### src/rtl/hcb_pkg.sv
// Types, constants and mod-26 and mod-3 helper functions shared by the Hill cipher block.
package hcb_pkg;

    localparam int LETTER_W    = 5;
    localparam int KEY_W       = 45;
    localparam int BSIZE_W     = 2;
    localparam int CFG_IDX_W   = 2;
    localparam int MODULUS     = 26;
    localparam int RECIP       = 2521;
    localparam int RECIP_SHIFT = 16;

    localparam logic [KEY_W-1:0]     KEY_RESET   = 45'h100_0010_0001;
    localparam logic [BSIZE_W-1:0]   BSIZE_RESET = 2'd2;
    localparam logic [BSIZE_W-1:0]   BSIZE_ORDER3 = 2'd3;

    localparam logic [CFG_IDX_W-1:0] REG_KEY   = 2'd0;
    localparam logic [CFG_IDX_W-1:0] REG_BSIZE = 2'd1;
    localparam logic [CFG_IDX_W-1:0] REG_MODE  = 2'd2;

    typedef logic [LETTER_W-1:0] letter_t;

    typedef enum logic [2:0] {
        ST_IDLE,
        ST_PREP,
        ST_COF,
        ST_DET,
        ST_INV,
        ST_SCALE,
        ST_ROW
    } hcb_state_t;

    typedef struct packed {
        letter_t acc;
        letter_t a;
        letter_t b;
    } hcb_mac_op_t;

    function automatic letter_t mod26(input letter_t x);
        mod26 = (x >= letter_t'(MODULUS)) ? x - letter_t'(MODULUS) : x;
    endfunction

    function automatic letter_t neg26(input letter_t x);
        neg26 = (x == '0) ? '0 : letter_t'(MODULUS) - x;
    endfunction

    function automatic logic [1:0] mod3_inc(input logic [1:0] x);
        mod3_inc = (x == 2'd2) ? 2'd0 : x + 2'd1;
    endfunction

    function automatic letter_t inv26(input letter_t x);
        case (x)
            5'd1:    inv26 = 5'd1;
            5'd3:    inv26 = 5'd9;
            5'd5:    inv26 = 5'd21;
            5'd7:    inv26 = 5'd15;
            5'd9:    inv26 = 5'd3;
            5'd11:   inv26 = 5'd19;
            5'd15:   inv26 = 5'd7;
            5'd17:   inv26 = 5'd23;
            5'd19:   inv26 = 5'd11;
            5'd21:   inv26 = 5'd5;
            5'd23:   inv26 = 5'd17;
            5'd25:   inv26 = 5'd25;
            default: inv26 = 5'd0;
        endcase
    endfunction

endpackage

### src/rtl/hcb_letter_if.sv
// Valid/ready channel carrying one input letter per transaction.
interface hcb_letter_if;
    logic              valid;
    logic              ready;
    hcb_pkg::letter_t  letter_in;
    logic              final_letter;

    modport source (output valid, output letter_in, output final_letter, input ready);
    modport sink   (input valid, input letter_in, input final_letter, output ready);
endinterface

### src/rtl/hcb_result_if.sv
// Valid/ready channel carrying one transformed letter per transaction.
interface hcb_result_if;
    logic              valid;
    logic              ready;
    hcb_pkg::letter_t  letter_out;
    logic              block_end;
    logic              key_error;

    modport source (output valid, output letter_out, output block_end, output key_error,
                    input ready);
    modport sink   (input valid, input letter_out, input block_end, input key_error,
                    output ready);
endinterface

### src/rtl/hcb_mac.sv
// Shared multiply-accumulate unit: (acc + a * b) mod 26 for operands below 26.
module hcb_mac
(
    input  hcb_pkg::hcb_mac_op_t op,
    output hcb_pkg::letter_t     res
);

    logic [9:0]  sum;
    logic [20:0] prod;
    logic [4:0]  quo;
    logic [9:0]  rem;

    always_comb
    begin
        sum  = 10'(op.acc) + 10'(op.a) * 10'(op.b);
        prod = 21'(sum) * 21'(hcb_pkg::RECIP);
        quo  = 5'(prod >> hcb_pkg::RECIP_SHIFT);
        rem  = sum - 10'(quo) * 10'(hcb_pkg::MODULUS);
        res  = rem[4:0];
    end

endmodule

### src/rtl/hill_cipher_block_mod26.sv
// Top level of the Hill cipher block: letter gathering, key sequencer and output register.
//
// Letters are taken one per cycle while the block is idle. A letter that completes a block
// (or carries final_letter) starts the block's product of n rows on the shared mod-26
// multiply-accumulate unit, n being 2 or 3 (with a singular key when decrypting, each result
// is a zero letter flagged with key_error), and the block takes letters again once the last
// result is in the output register, so no new letters are taken while a block is in work.
// The first block after a write to the key, block size or mode register also rebuilds the
// applied matrix: encrypting copies the reduced key, and decrypting works on the same unit
// through cofactors (order 3 only), determinant, inverse lookup and scaling; a singular key
// skips the scaling. Results stall in the output register under back-pressure without
// losing work.
module hill_cipher_block_mod26
#(
    parameter int MAX_ORDER = 3
)
(
    input  logic                                clk,
    input  logic                                rst_n,
    hcb_letter_if.sink                          letters,
    hcb_result_if.source                        results,
    input  logic                                wr_en,
    input  logic [hcb_pkg::CFG_IDX_W-1:0]       wr_index,
    input  logic [hcb_pkg::KEY_W-1:0]           wr_data
);

    localparam int IDX_W = (MAX_ORDER > 2) ? 2 : 1;

    hcb_pkg::hcb_state_t state_reg, state_next;

    logic [hcb_pkg::KEY_W-1:0]   key_reg, key_next;
    logic [hcb_pkg::BSIZE_W-1:0] bsize_reg, bsize_next;
    logic                        mode_reg, mode_next;
    hcb_pkg::letter_t            blk_reg [MAX_ORDER];
    hcb_pkg::letter_t            blk_next [MAX_ORDER];
    logic [IDX_W-1:0]            fill_reg, fill_next;
    hcb_pkg::letter_t            m_reg [MAX_ORDER][MAX_ORDER];
    hcb_pkg::letter_t            m_next [MAX_ORDER][MAX_ORDER];
    logic                        dirty_reg, dirty_next;
    logic                        err_reg, err_next;
    hcb_pkg::letter_t            det_reg, det_next;
    hcb_pkg::letter_t            inv_reg, inv_next;
    logic [IDX_W-1:0]            i_reg, i_next;
    logic [IDX_W-1:0]            j_reg, j_next;
    logic                        ph_reg, ph_next;
    hcb_pkg::letter_t            acc_reg, acc_next;
    logic                        out_valid_reg, out_valid_next;
    hcb_pkg::letter_t            out_letter_reg, out_letter_next;
    logic                        out_end_reg, out_end_next;
    logic                        out_err_reg, out_err_next;

    hcb_pkg::letter_t     kred [3][3];
    hcb_pkg::hcb_mac_op_t mac_op;
    hcb_pkg::letter_t     mac_res;

    logic             order3;
    logic [IDX_W-1:0] n_last;
    logic             slot_free;
    logic             in_fire;
    logic             flush;
    logic             i_last;
    logic             j_last;
    logic             cof_last;
    logic             row_emit;
    logic [1:0]       ci, cj, r1, r2, c1, c2;

    hcb_mac u_mac
    (
        .op  (mac_op),
        .res (mac_res)
    );

    always_comb
    begin
        for (int r = 0; r < 3; r++)
        begin
            for (int c = 0; c < 3; c++)
            begin
                kred[r][c] = hcb_pkg::mod26(key_reg[5*(3*r+c) +: 5]);
            end
        end
    end

    assign order3    = (bsize_reg == hcb_pkg::BSIZE_ORDER3) && (MAX_ORDER >= 3);
    assign n_last    = order3 ? IDX_W'(2) : IDX_W'(1);
    assign slot_free = !out_valid_reg || results.ready;
    assign in_fire   = letters.valid && letters.ready;
    assign flush     = in_fire && ((fill_reg == n_last) || letters.final_letter);
    assign i_last    = (i_reg == n_last);
    assign j_last    = (j_reg == n_last);
    assign cof_last  = ph_reg && (2'(i_reg) == 2'd2) && (2'(j_reg) == 2'd2);
    assign row_emit  = (state_reg == hcb_pkg::ST_ROW) && (err_reg || j_last) && slot_free;

    assign ci = 2'(i_reg);
    assign cj = 2'(j_reg);
    assign r1 = hcb_pkg::mod3_inc(cj);
    assign r2 = hcb_pkg::mod3_inc(r1);
    assign c1 = hcb_pkg::mod3_inc(ci);
    assign c2 = hcb_pkg::mod3_inc(c1);

    assign letters.ready      = (state_reg == hcb_pkg::ST_IDLE);
    assign results.valid      = out_valid_reg;
    assign results.letter_out = out_letter_reg;
    assign results.block_end  = out_end_reg;
    assign results.key_error  = out_err_reg;

    always_comb
    begin
        state_next = state_reg;
        case (state_reg)
            hcb_pkg::ST_IDLE:
            begin
                if (flush)
                begin
                    state_next = dirty_reg ? hcb_pkg::ST_PREP : hcb_pkg::ST_ROW;
                end
            end
            hcb_pkg::ST_PREP:
            begin
                if (!mode_reg)
                begin
                    state_next = hcb_pkg::ST_ROW;
                end
                else if (order3)
                begin
                    state_next = hcb_pkg::ST_COF;
                end
                else
                begin
                    state_next = hcb_pkg::ST_DET;
                end
            end
            hcb_pkg::ST_COF:
            begin
                if (cof_last)
                begin
                    state_next = hcb_pkg::ST_DET;
                end
            end
            hcb_pkg::ST_DET:
            begin
                if (i_last)
                begin
                    state_next = hcb_pkg::ST_INV;
                end
            end
            hcb_pkg::ST_INV:
            begin
                state_next = (hcb_pkg::inv26(det_reg) == '0) ? hcb_pkg::ST_ROW
                                                              : hcb_pkg::ST_SCALE;
            end
            hcb_pkg::ST_SCALE:
            begin
                if (i_last && j_last)
                begin
                    state_next = hcb_pkg::ST_ROW;
                end
            end
            hcb_pkg::ST_ROW:
            begin
                if (row_emit && i_last)
                begin
                    state_next = hcb_pkg::ST_IDLE;
                end
            end
            default:
            begin
                state_next = hcb_pkg::ST_IDLE;
            end
        endcase
    end

    always_comb
    begin
        key_next        = key_reg;
        bsize_next      = bsize_reg;
        mode_next       = mode_reg;
        blk_next        = blk_reg;
        fill_next       = fill_reg;
        m_next          = m_reg;
        dirty_next      = dirty_reg;
        err_next        = err_reg;
        det_next        = det_reg;
        inv_next        = inv_reg;
        i_next          = i_reg;
        j_next          = j_reg;
        ph_next         = ph_reg;
        acc_next        = acc_reg;
        out_valid_next  = out_valid_reg;
        out_letter_next = out_letter_reg;
        out_end_next    = out_end_reg;
        out_err_next    = out_err_reg;
        mac_op          = '0;

        if (out_valid_reg && results.ready)
        begin
            out_valid_next = 1'b0;
        end

        case (state_reg)
            hcb_pkg::ST_IDLE:
            begin
                if (in_fire)
                begin
                    blk_next[fill_reg] = hcb_pkg::mod26(letters.letter_in);
                    if (flush)
                    begin
                        fill_next = '0;
                        i_next    = '0;
                        j_next    = '0;
                        ph_next   = 1'b0;
                    end
                    else
                    begin
                        fill_next = fill_reg + IDX_W'(1);
                    end
                end
            end
            hcb_pkg::ST_PREP:
            begin
                i_next  = '0;
                j_next  = '0;
                ph_next = 1'b0;
                if (!mode_reg)
                begin
                    for (int r = 0; r < MAX_ORDER; r++)
                    begin
                        for (int c = 0; c < MAX_ORDER; c++)
                        begin
                            m_next[r][c] = kred[r][c];
                        end
                    end
                    err_next   = 1'b0;
                    dirty_next = 1'b0;
                end
                else if (!order3)
                begin
                    m_next[0][0] = kred[1][1];
                    m_next[0][1] = hcb_pkg::neg26(kred[0][1]);
                    m_next[1][0] = hcb_pkg::neg26(kred[1][0]);
                    m_next[1][1] = kred[0][0];
                end
            end
            hcb_pkg::ST_COF:
            begin
                if (!ph_reg)
                begin
                    mac_op   = '{acc: '0, a: kred[r1][c1], b: kred[r2][c2]};
                    acc_next = mac_res;
                    ph_next  = 1'b1;
                end
                else
                begin
                    mac_op = '{acc: acc_reg, a: hcb_pkg::neg26(kred[r1][c2]),
                               b: kred[r2][c1]};
                    m_next[i_reg][j_reg] = mac_res;
                    ph_next = 1'b0;
                    if (cof_last)
                    begin
                        i_next = '0;
                        j_next = '0;
                    end
                    else if (cj == 2'd2)
                    begin
                        j_next = '0;
                        i_next = i_reg + IDX_W'(1);
                    end
                    else
                    begin
                        j_next = j_reg + IDX_W'(1);
                    end
                end
            end
            hcb_pkg::ST_DET:
            begin
                mac_op = '{acc: (i_reg == '0) ? '0 : acc_reg, a: kred[0][ci],
                           b: m_reg[i_reg][0]};
                if (i_last)
                begin
                    det_next = mac_res;
                    i_next   = '0;
                end
                else
                begin
                    acc_next = mac_res;
                    i_next   = i_reg + IDX_W'(1);
                end
            end
            hcb_pkg::ST_INV:
            begin
                inv_next = hcb_pkg::inv26(det_reg);
                if (hcb_pkg::inv26(det_reg) == '0)
                begin
                    err_next   = 1'b1;
                    dirty_next = 1'b0;
                end
                else
                begin
                    err_next = 1'b0;
                end
                i_next = '0;
                j_next = '0;
            end
            hcb_pkg::ST_SCALE:
            begin
                mac_op = '{acc: '0, a: m_reg[i_reg][j_reg], b: inv_reg};
                m_next[i_reg][j_reg] = mac_res;
                if (j_last)
                begin
                    j_next = '0;
                    if (i_last)
                    begin
                        i_next     = '0;
                        dirty_next = 1'b0;
                    end
                    else
                    begin
                        i_next = i_reg + IDX_W'(1);
                    end
                end
                else
                begin
                    j_next = j_reg + IDX_W'(1);
                end
            end
            hcb_pkg::ST_ROW:
            begin
                mac_op = '{acc: (j_reg == '0) ? '0 : acc_reg, a: m_reg[i_reg][j_reg],
                           b: blk_reg[j_reg]};
                if (!err_reg && !j_last)
                begin
                    acc_next = mac_res;
                    j_next   = j_reg + IDX_W'(1);
                end
                else if (row_emit)
                begin
                    out_valid_next  = 1'b1;
                    out_letter_next = err_reg ? '0 : mac_res;
                    out_end_next    = i_last;
                    out_err_next    = err_reg;
                    j_next          = '0;
                    if (i_last)
                    begin
                        i_next    = '0;
                        fill_next = '0;
                        for (int k = 0; k < MAX_ORDER; k++)
                        begin
                            blk_next[k] = '0;
                        end
                    end
                    else
                    begin
                        i_next = i_reg + IDX_W'(1);
                    end
                end
            end
            default:
            begin
            end
        endcase

        if (wr_en)
        begin
            case (wr_index)
                hcb_pkg::REG_KEY:
                begin
                    key_next   = wr_data;
                    dirty_next = 1'b1;
                end
                hcb_pkg::REG_BSIZE:
                begin
                    bsize_next = wr_data[hcb_pkg::BSIZE_W-1:0];
                    fill_next  = '0;
                    for (int k = 0; k < MAX_ORDER; k++)
                    begin
                        blk_next[k] = '0;
                    end
                    dirty_next = 1'b1;
                end
                hcb_pkg::REG_MODE:
                begin
                    mode_next  = wr_data[0];
                    dirty_next = 1'b1;
                end
                default:
                begin
                end
            endcase
        end
    end

    always_ff @(posedge clk or negedge rst_n)
    begin
        if (!rst_n)
        begin
            state_reg     <= hcb_pkg::ST_IDLE;
            key_reg       <= hcb_pkg::KEY_RESET;
            bsize_reg     <= hcb_pkg::BSIZE_RESET;
            mode_reg      <= 1'b0;
            for (int k = 0; k < MAX_ORDER; k++)
            begin
                blk_reg[k] <= '0;
            end
            fill_reg      <= '0;
            dirty_reg     <= 1'b1;
            err_reg       <= 1'b0;
            i_reg         <= '0;
            j_reg         <= '0;
            ph_reg        <= 1'b0;
            out_valid_reg <= 1'b0;
        end
        else
        begin
            state_reg     <= state_next;
            key_reg       <= key_next;
            bsize_reg     <= bsize_next;
            mode_reg      <= mode_next;
            blk_reg       <= blk_next;
            fill_reg      <= fill_next;
            dirty_reg     <= dirty_next;
            err_reg       <= err_next;
            i_reg         <= i_next;
            j_reg         <= j_next;
            ph_reg        <= ph_next;
            out_valid_reg <= out_valid_next;
        end
    end

    always_ff @(posedge clk)
    begin
        m_reg          <= m_next;
        det_reg        <= det_next;
        inv_reg        <= inv_next;
        acc_reg        <= acc_next;
        out_letter_reg <= out_letter_next;
        out_end_reg    <= out_end_next;
        out_err_reg    <= out_err_next;
    end

endmodule

### src/flat_wrapper.sv
// flat-port wrapper written by rule: the top's interface ports become plain ports
module hill_cipher_block_mod26_flat 
#(
    parameter int MAX_ORDER = 3
)
  (clk, rst_n, wr_en, wr_index, wr_data, letters_valid, letters_letter_in, letters_final_letter, letters_ready, results_valid, results_letter_out, results_block_end, results_key_error, results_ready);
  hcb_letter_if letters_i ();
  hcb_result_if results_i ();
  input  logic clk;
  input  logic rst_n;
  input  logic wr_en;
  input  logic [hcb_pkg::CFG_IDX_W-1:0] wr_index;
  input  logic [hcb_pkg::KEY_W-1:0] wr_data;
  input wire logic [$bits(letters_i.valid)-1:0] letters_valid;
  input wire logic [$bits(letters_i.letter_in)-1:0] letters_letter_in;
  input wire logic [$bits(letters_i.final_letter)-1:0] letters_final_letter;
  output wire logic [$bits(letters_i.ready)-1:0] letters_ready;
  output wire logic [$bits(results_i.valid)-1:0] results_valid;
  output wire logic [$bits(results_i.letter_out)-1:0] results_letter_out;
  output wire logic [$bits(results_i.block_end)-1:0] results_block_end;
  output wire logic [$bits(results_i.key_error)-1:0] results_key_error;
  input wire logic [$bits(results_i.ready)-1:0] results_ready;
  assign letters_i.valid = letters_valid;
  assign letters_i.letter_in = letters_letter_in;
  assign letters_i.final_letter = letters_final_letter;
  assign letters_ready = letters_i.ready;
  assign results_valid = results_i.valid;
  assign results_letter_out = results_i.letter_out;
  assign results_block_end = results_i.block_end;
  assign results_key_error = results_i.key_error;
  assign results_i.ready = results_ready;
  hill_cipher_block_mod26 #(.MAX_ORDER(MAX_ORDER)) u_core (.clk(clk), .rst_n(rst_n), .letters(letters_i), .results(results_i), .wr_en(wr_en), .wr_index(wr_index), .wr_data(wr_data));
endmodule
### config.mk
export PLATFORM = sky130hd
export DESIGN_NAME = hill_cipher_block_mod26_flat
export DESIGN_NICKNAME = d
export VERILOG_FILES = /design/src/rtl/hcb_pkg.sv /design/src/rtl/hcb_letter_if.sv /design/src/rtl/hcb_result_if.sv /design/src/rtl/hcb_mac.sv /design/src/rtl/hill_cipher_block_mod26.sv /design/src/flat_wrapper.sv
export SDC_FILE = /design/constraint.sdc
export NUM_CORES = 1
export LEC_CHECK = 0
export BUFFER_PORTS_ARGS = -buffer_cell sky130_fd_sc_hd__buf_2
export CORE_MARGIN = 2
export CORE_UTILIZATION = 65
export DETAILED_ROUTE_END_ITERATION = 12
export PLACE_DENSITY = 0.83
export SETUP_SLACK_MARGIN = 0.1
export SYNTH_ARGS = -nofsm -noshare
export SYNTH_HDL_FRONTEND = slang
export SYNTH_SLANG_ARGS = --single-unit
### constraint.sdc
create_clock -name clk -period 38.5 [get_ports clk]
set_input_delay 3.85 -clock clk [delete_from_list [all_inputs] [get_ports clk]]
set_output_delay 3.85 -clock clk [all_outputs]
set_load 0.01 [all_outputs]
Word level (Yosys, flattened, before mapping):

Memories as Yosys holds them, arrays and structs flattened. A register that Yosys moved wholly into a read port is not among the register bits.
Index checks and enable logic that the tools add are counted.

* bits in registers: 138
* output and inout bits: 9
* logic and storage cells: 299
* memory bits (read-only): 480
* memories: 3
* bits of input ports: 58

Memories
* (name not given): depth 32, bits a word 5, read ports 1, clocked after memory_dff 1, wr ports 0, RTL line hcb_pkg.sv:51 `case (x)`
* (name not given): depth 32, bits a word 5, read ports 1, clocked after memory_dff 1, wr ports 0, RTL line hcb_pkg.sv:51
* (name not given): depth 32, bits a word 5, read ports 1, clocked after memory_dff 1, wr ports 0, RTL line hcb_pkg.sv:51

* reductions and logical operators: 49
* order comparisons: 20
* bitwise gates (word level): 8
* multipliers: 3
* mux-type cells: 135
* $add $sub $neg: 20
* eq/ne operators: 33

Operators by type and width (count)
* 15-bit 2-to-1 mux: 14
* 5-bit 2-to-1 mux: 39
* 45-bit case mux with 3 select lines: 1
* 15-bit binary-select mux with 2-bit select: 3
* 5-bit binary-select mux with 2-bit select: 7
* 15-bit case mux with 4 select lines: 1
* 2-bit 2-to-1 mux: 27
* 5-bit >= comparator, second input constant: 10
* 5-bit subtractor, second input constant: 10
* 45-bit bitwise mux: 1
* 45-bit 2-to-1 mux: 1
* 10-bit 2-to-1 mux: 4
* 15-bit demux with 2-bit select: 1
* 15-bit case mux with 2 select lines: 1
* 5-bit logical NOT: 5
* 3-bit >= comparator, second input constant: 7
* 10-bit by 12-bit multiplier with 21-bit output, second input constant: 1
* 3-bit 2-to-1 mux: 7
* 2-bit NOT with 3-bit output: 7
* 3-bit case mux with 7 select lines: 1
* 5-bit demux with 2-bit select: 2
* 20-bit 2-to-1 mux: 1
* 1-bit 2-to-1 mux: 16
* 2-bit inequality test, second input constant: 8
* other kinds (41): 93

Logic depth before layout (Yosys ltp):

* depth in word-level cells: 21
* depth in mapped cells: 56
* gate-level depth less buffers: 52

Cells and area by module:

A second synthesis with hierarchy kept.

* cell total of the unflattened synthesis: 1470
* area total of the unflattened synthesis: 13185.1 sq um

Modules (own cells, without submodules)
* hill_cipher_block_mod26: area each 10252.3 sq um, seq. area each 4020.1 sq um, instances 1, cells an instance 1154
* hcb_mac: area each 2932.8 sq um, seq. area each 0.0 sq um, instances 1, cells an instance 316

Worst setup path before layout:

No wires, ideal clock.

* path type: register to register
* from: reg u_core.i_reg[1] (netlist: u_core.ci[1])
* to: reg with a tool-made name
* stages on the path, launching flop included: 55
* arrival time: 12.094 ns
* setup time: 0.123 ns
* data required time: 38.377 ns
* slack: 26.283 ns
* path buffers: 4
* clock period less this slack: 12.217 ns
* cells stage by stage: dfrtp_1 > clkbuf_1 > buf_2 > inv_1 > ha_1 > buf_2 > or2_1 > buf_6 > and2_1 > and2_0 > a221o_1 > ha_1 > a311oi_1 > a211oi_2 > or2_2 > fa_1 > inv_1 > fa_1 > [19 not listed] > nor2_1 > a211oi_1 > nand2_1 > a21oi_1 > nor2_1 > o21a_1 > nor2_1 > xnor2_1 > ha_1 > inv_1 > ha_1 > a21oi_1 > xnor2_1 > xnor2_1 > xnor3_2 > xnor2_1 > o21ai_1 > mux2_1

RTL lines
* start: declaration: RTL line hill_cipher_block_mod26.sv:43 `logic [IDX_W-1:0] i_reg, i_next;`
* start signal: assignment: RTL line hill_cipher_block_mod26.sv:422 `i_reg <= i_next;`

==> flow_results.xml <==
<?xml version="1.0" encoding="UTF-8"?>
<metrics>
  <group name="outcome">
    <metric name="status" unit="">complete, no violations</metric>
  </group>
  <group name="floorplanning">
    <metric name="dieArea" unit="um2">21000</metric>
    <metric name="die_h" unit="um">145</metric>
    <metric name="floorplan.initialDensity" unit="%">66.4</metric>
    <metric name="floorplan.io_pins" unit="">67</metric>
    <metric name="rows" unit="">51</metric>
    <metric name="core" unit="um2">19500</metric>
    <metric name="floorplan.die.width" unit="um">145</metric>
  </group>
  <group name="grt">
    <metric name="grt_usage" unit="%">36.2</metric>
    <metric name="initial_antenna_violation_count" unit="">0</metric>
    <metric name="grt_pass1_wl" unit="um">60100</metric>
    <metric name="globalRouteMet3Util" unit="%">8.87</metric>
    <metric name="global_route.usage.met2" unit="%">55.0</metric>
    <metric name="grt_overflow_total" unit="">0</metric>
    <metric name="grt_util_met1" unit="%">50.2</metric>
    <metric name="grt.busiest_layer" unit="">met2</metric>
    <metric name="number_of_global_route_vias_before_repair" unit="">11200</metric>
    <metric name="grt_max_degree" unit="">77</metric>
  </group>
  <group name="synthesis">
    <metric name="postSynthNetCount" unit="">1683</metric>
    <metric name="distinct_cell_type_count_after_synthesis" unit="">81</metric>
    <metric name="postSynth.asyncResetShare" unit="%">51.4</metric>
    <metric name="yosysSeqAreaShare" unit="%">31.1</metric>
    <metric name="synth-seq-cells" unit="">148</metric>
    <metric name="synthesized_area_divided_by_synthesized_cell_count" unit="um2">8.77</metric>
    <metric name="most_frequently_used_flop_master_after_synthesis" unit="">sky130_fd_sc_hd__dfrtp_1</metric>
    <metric name="mappedNetlistArea" unit="um2">12900</metric>
    <metric name="synthCells" unit="">1474</metric>
    <metric name="synth-edff-count" unit="">67</metric>
    <metric name="synth_warnings" unit="">0</metric>
  </group>
  <group name="worst_hold_path">
    <metric name="worst_hold_path.endpoint" unit="">u_core.dirty_reg</metric>
    <metric name="number_of_cells_on_the_worst_hold_path" unit="">2</metric>
    <metric name="hold_start" unit="">u_core.dirty_reg</metric>
    <metric name="hold_class" unit="">flip-flop to flip-flop</metric>
  </group>
  <group name="timing">
    <metric name="tns" unit="ns">0</metric>
    <metric name="rsz0062_at_grt" unit="">false</metric>
    <metric name="tightest_slew" unit="ns">1.20</metric>
    <metric name="final_min_period_over_clock_period" unit="%">36.3</metric>
    <metric name="relSlewSlack" unit="%">19.9</metric>
    <metric name="fin_skew" unit="ns">0.0119</metric>
    <metric name="final_critical_path_setup_slack" unit="ns">24.51</metric>
    <metric name="timing.final.crit_period" unit="ns">13.99</metric>
    <metric name="timing.final.max_slew_violations" unit="">0</metric>
    <metric name="report.final.hold_viol_count" unit="">0</metric>
    <metric name="max_freq" unit="MHz">71.5</metric>
    <metric name="setup_viol" unit="">0</metric>
  </group>
  <group name="placement">
    <metric name="place.gp.congestion" unit="">1.05</metric>
    <metric name="port_buffer_count" unit="">66</metric>
    <metric name="place_ws" unit="ns">24.77</metric>
    <metric name="dp.final_hpwl" unit="um">28100</metric>
    <metric name="post_dp_cell_area" unit="um2">13400</metric>
    <metric name="place_inst" unit="">1741</metric>
  </group>
  <group name="routing">
    <metric name="number_of_antenna_violating_nets_in_the_routed_design" unit="">0</metric>
    <metric name="drc" unit="">0</metric>
    <metric name="vias" unit="">11700</metric>
    <metric name="route.detailed.wl_per_inst" unit="um">21.2</metric>
    <metric name="dr.pass1.iters" unit="">7</metric>
    <metric name="drt-total-wl" unit="um">37500</metric>
    <metric name="initialDrtViolationCount" unit="">1554</metric>
    <metric name="post_drt_via_cell_ratio" unit="">6.59</metric>
  </group>
  <group name="clock_tree">
    <metric name="cts.root.buffer_cell" unit="">sky130_fd_sc_hd__clkbuf_16</metric>
    <metric name="post-cts-setup-buffers" unit="">0</metric>
    <metric name="worstSkewPairLatency" unit="ns">0.43</metric>
    <metric name="cts_max_level" unit="">4</metric>
    <metric name="tritoncts" unit="">built</metric>
    <metric name="ctsResizeCount" unit="">0</metric>
    <metric name="numCtsBuffers" unit="">17</metric>
    <metric name="tritoncts_num_sinks" unit="">148</metric>
    <metric name="cts.reportedPaths.clkPinSlew" unit="ns">0.06</metric>
    <metric name="ctsHoldBuffers" unit="">0</metric>
    <metric name="cts_buffer_depth" unit="">2</metric>
  </group>
  <group name="setup_path">
    <metric name="slowest_stage" unit="">sky130_fd_sc_hd__ha_1</metric>
    <metric name="critPathLaunchType" unit="">flip-flop</metric>
    <metric name="arrival" unit="ns">14.30</metric>
    <metric name="max_stage_delay" unit="ns">0.71</metric>
    <metric name="worst-path-buf-inv" unit="">8</metric>
    <metric name="rr_worst_depth" unit="">50</metric>
    <metric name="worst_r2r_startpoint" unit="">u_core.ci[1]</metric>
    <metric name="cp_top_delay_family" unit="">adder cells</metric>
    <metric name="crit_path_end_kind" unit="">flip-flop</metric>
    <metric name="worstPathMaxFanout" unit="">25</metric>
    <metric name="timing.reg2reg.setup_slack" unit="ns">24.51</metric>
    <metric name="timing_worst_setup_path_type" unit="">flip-flop to flip-flop</metric>
    <metric name="crit_required" unit="ns">38.81</metric>
  </group>
  <group name="finish">
    <metric name="finalNonFillerCells" unit="">1774</metric>
    <metric name="finalNetCount" unit="">1704</metric>
    <metric name="proportion_of_layout_cells_with_a_drive_suffix_above_1" unit="%">11.8</metric>
    <metric name="leading_cell_type_in_the_layout_fill_and_taps_excluded" unit="">sky130_fd_sc_hd__inv_1</metric>
    <metric name="fin_area" unit="um2">14000</metric>
    <metric name="flow.area_growth_from_synthesis" unit="%">8.38</metric>
    <metric name="commonest_cells_after_routing_fill_and_taps_aside" unit="">sky130_fd_sc_hd__inv_1, sky130_fd_sc_hd__nand2_1, sky130_fd_sc_hd__o21ai_0, sky130_fd_sc_hd__nor2_1, sky130_fd_sc_hd__ha_1</metric>
  </group>
  <group name="job">
    <metric name="drv_cap" unit="">0</metric>
  </group>
</metrics>
==> worst max path at each step <==
stage,start,to,slack [ns],cells after the start
floorplan,u_core.ci[1],flip-flop,26.28,54
global placement,u_core.ci[1],flip-flop,25.05,50
detailed placement,u_core.ci[1],flip-flop,24.77,50
global route,u_core.ci[1],flip-flop,23.77,50
finish,u_core.ci[1],flip-flop,24.51,50
CTS,u_core.ci[1],flip-flop,24.70,50
==> layer usage <==
metal	share of wire (%)	wire, um
met5	0	0
met4	3.9	1460
met3	11	4220
met2	44	16400
met1	41	15500
==> metrics by stage <==
stage | hold slack (ns) | util [%]
after CTS | 0.499 | 72.0
final | 0.508 | 72.0
after floorplan | 0.423 | -
after global routing | 0.529 | 72.0
after detailed placement | 0.498 | 68.8
after global placement | 0.479 | 68.8
==> synthesized netlist by cell type, drive strengths merged, types with 21 or more instances <==
cell type    n  area share, %
nor2       136            4.0
o21ai      141            5.5
ha         105             10
fa          46            7.1
nand3       35            1.4
clkbuf      54            1.6
mux2        37            3.2
mux2i       41            3.2
a22oi       21            1.2
a21oi       68            2.6
dfrtp       71             14
nand2      138            4.0
inv        141            4.1
edfxtp      67             16
o22ai       41            2.0
buf         22           0.81
==> area by class of cell <==
| type | count | area (um2) |
|---|---|---|
| antenna | 1 | 2.50 |
| fill | 1476 | 5460 |
| sequential | 148 | 4020 |
| multi-input combinational | 1106 | 8080 |
| tap | 265 | 332 |
| inverter | 144 | 541 |
| clock inverter | 12 | 168 |
| clock buffer | 20 | 447 |
| timing repair buffer | 78 | 423 |
==> cell families after synthesis <==
group                    share of synthesized area, %
buffers and inverters                            6.56
XOR/XNOR                                         1.74
AO/OA/AOI/OAI                                    21.0
adder cells (fa/ha/maj)                          17.3
AND/OR/NAND/NOR                                  15.7
flip-flops                                       31.1
multiplexers                                     6.57
==> tightest hold or removal path, stage by stage (launching register included) <==
cell,delay (ns)
sky130_fd_sc_hd__dfstp_2,0.37
sky130_fd_sc_hd__o21ai_0,0.08
sky130_fd_sc_hd__nand2_1,0.06
Power is left out: the tool's default activity adds up to more than one toggle a clock period on the data nets, which glitch-free logic cannot reach.
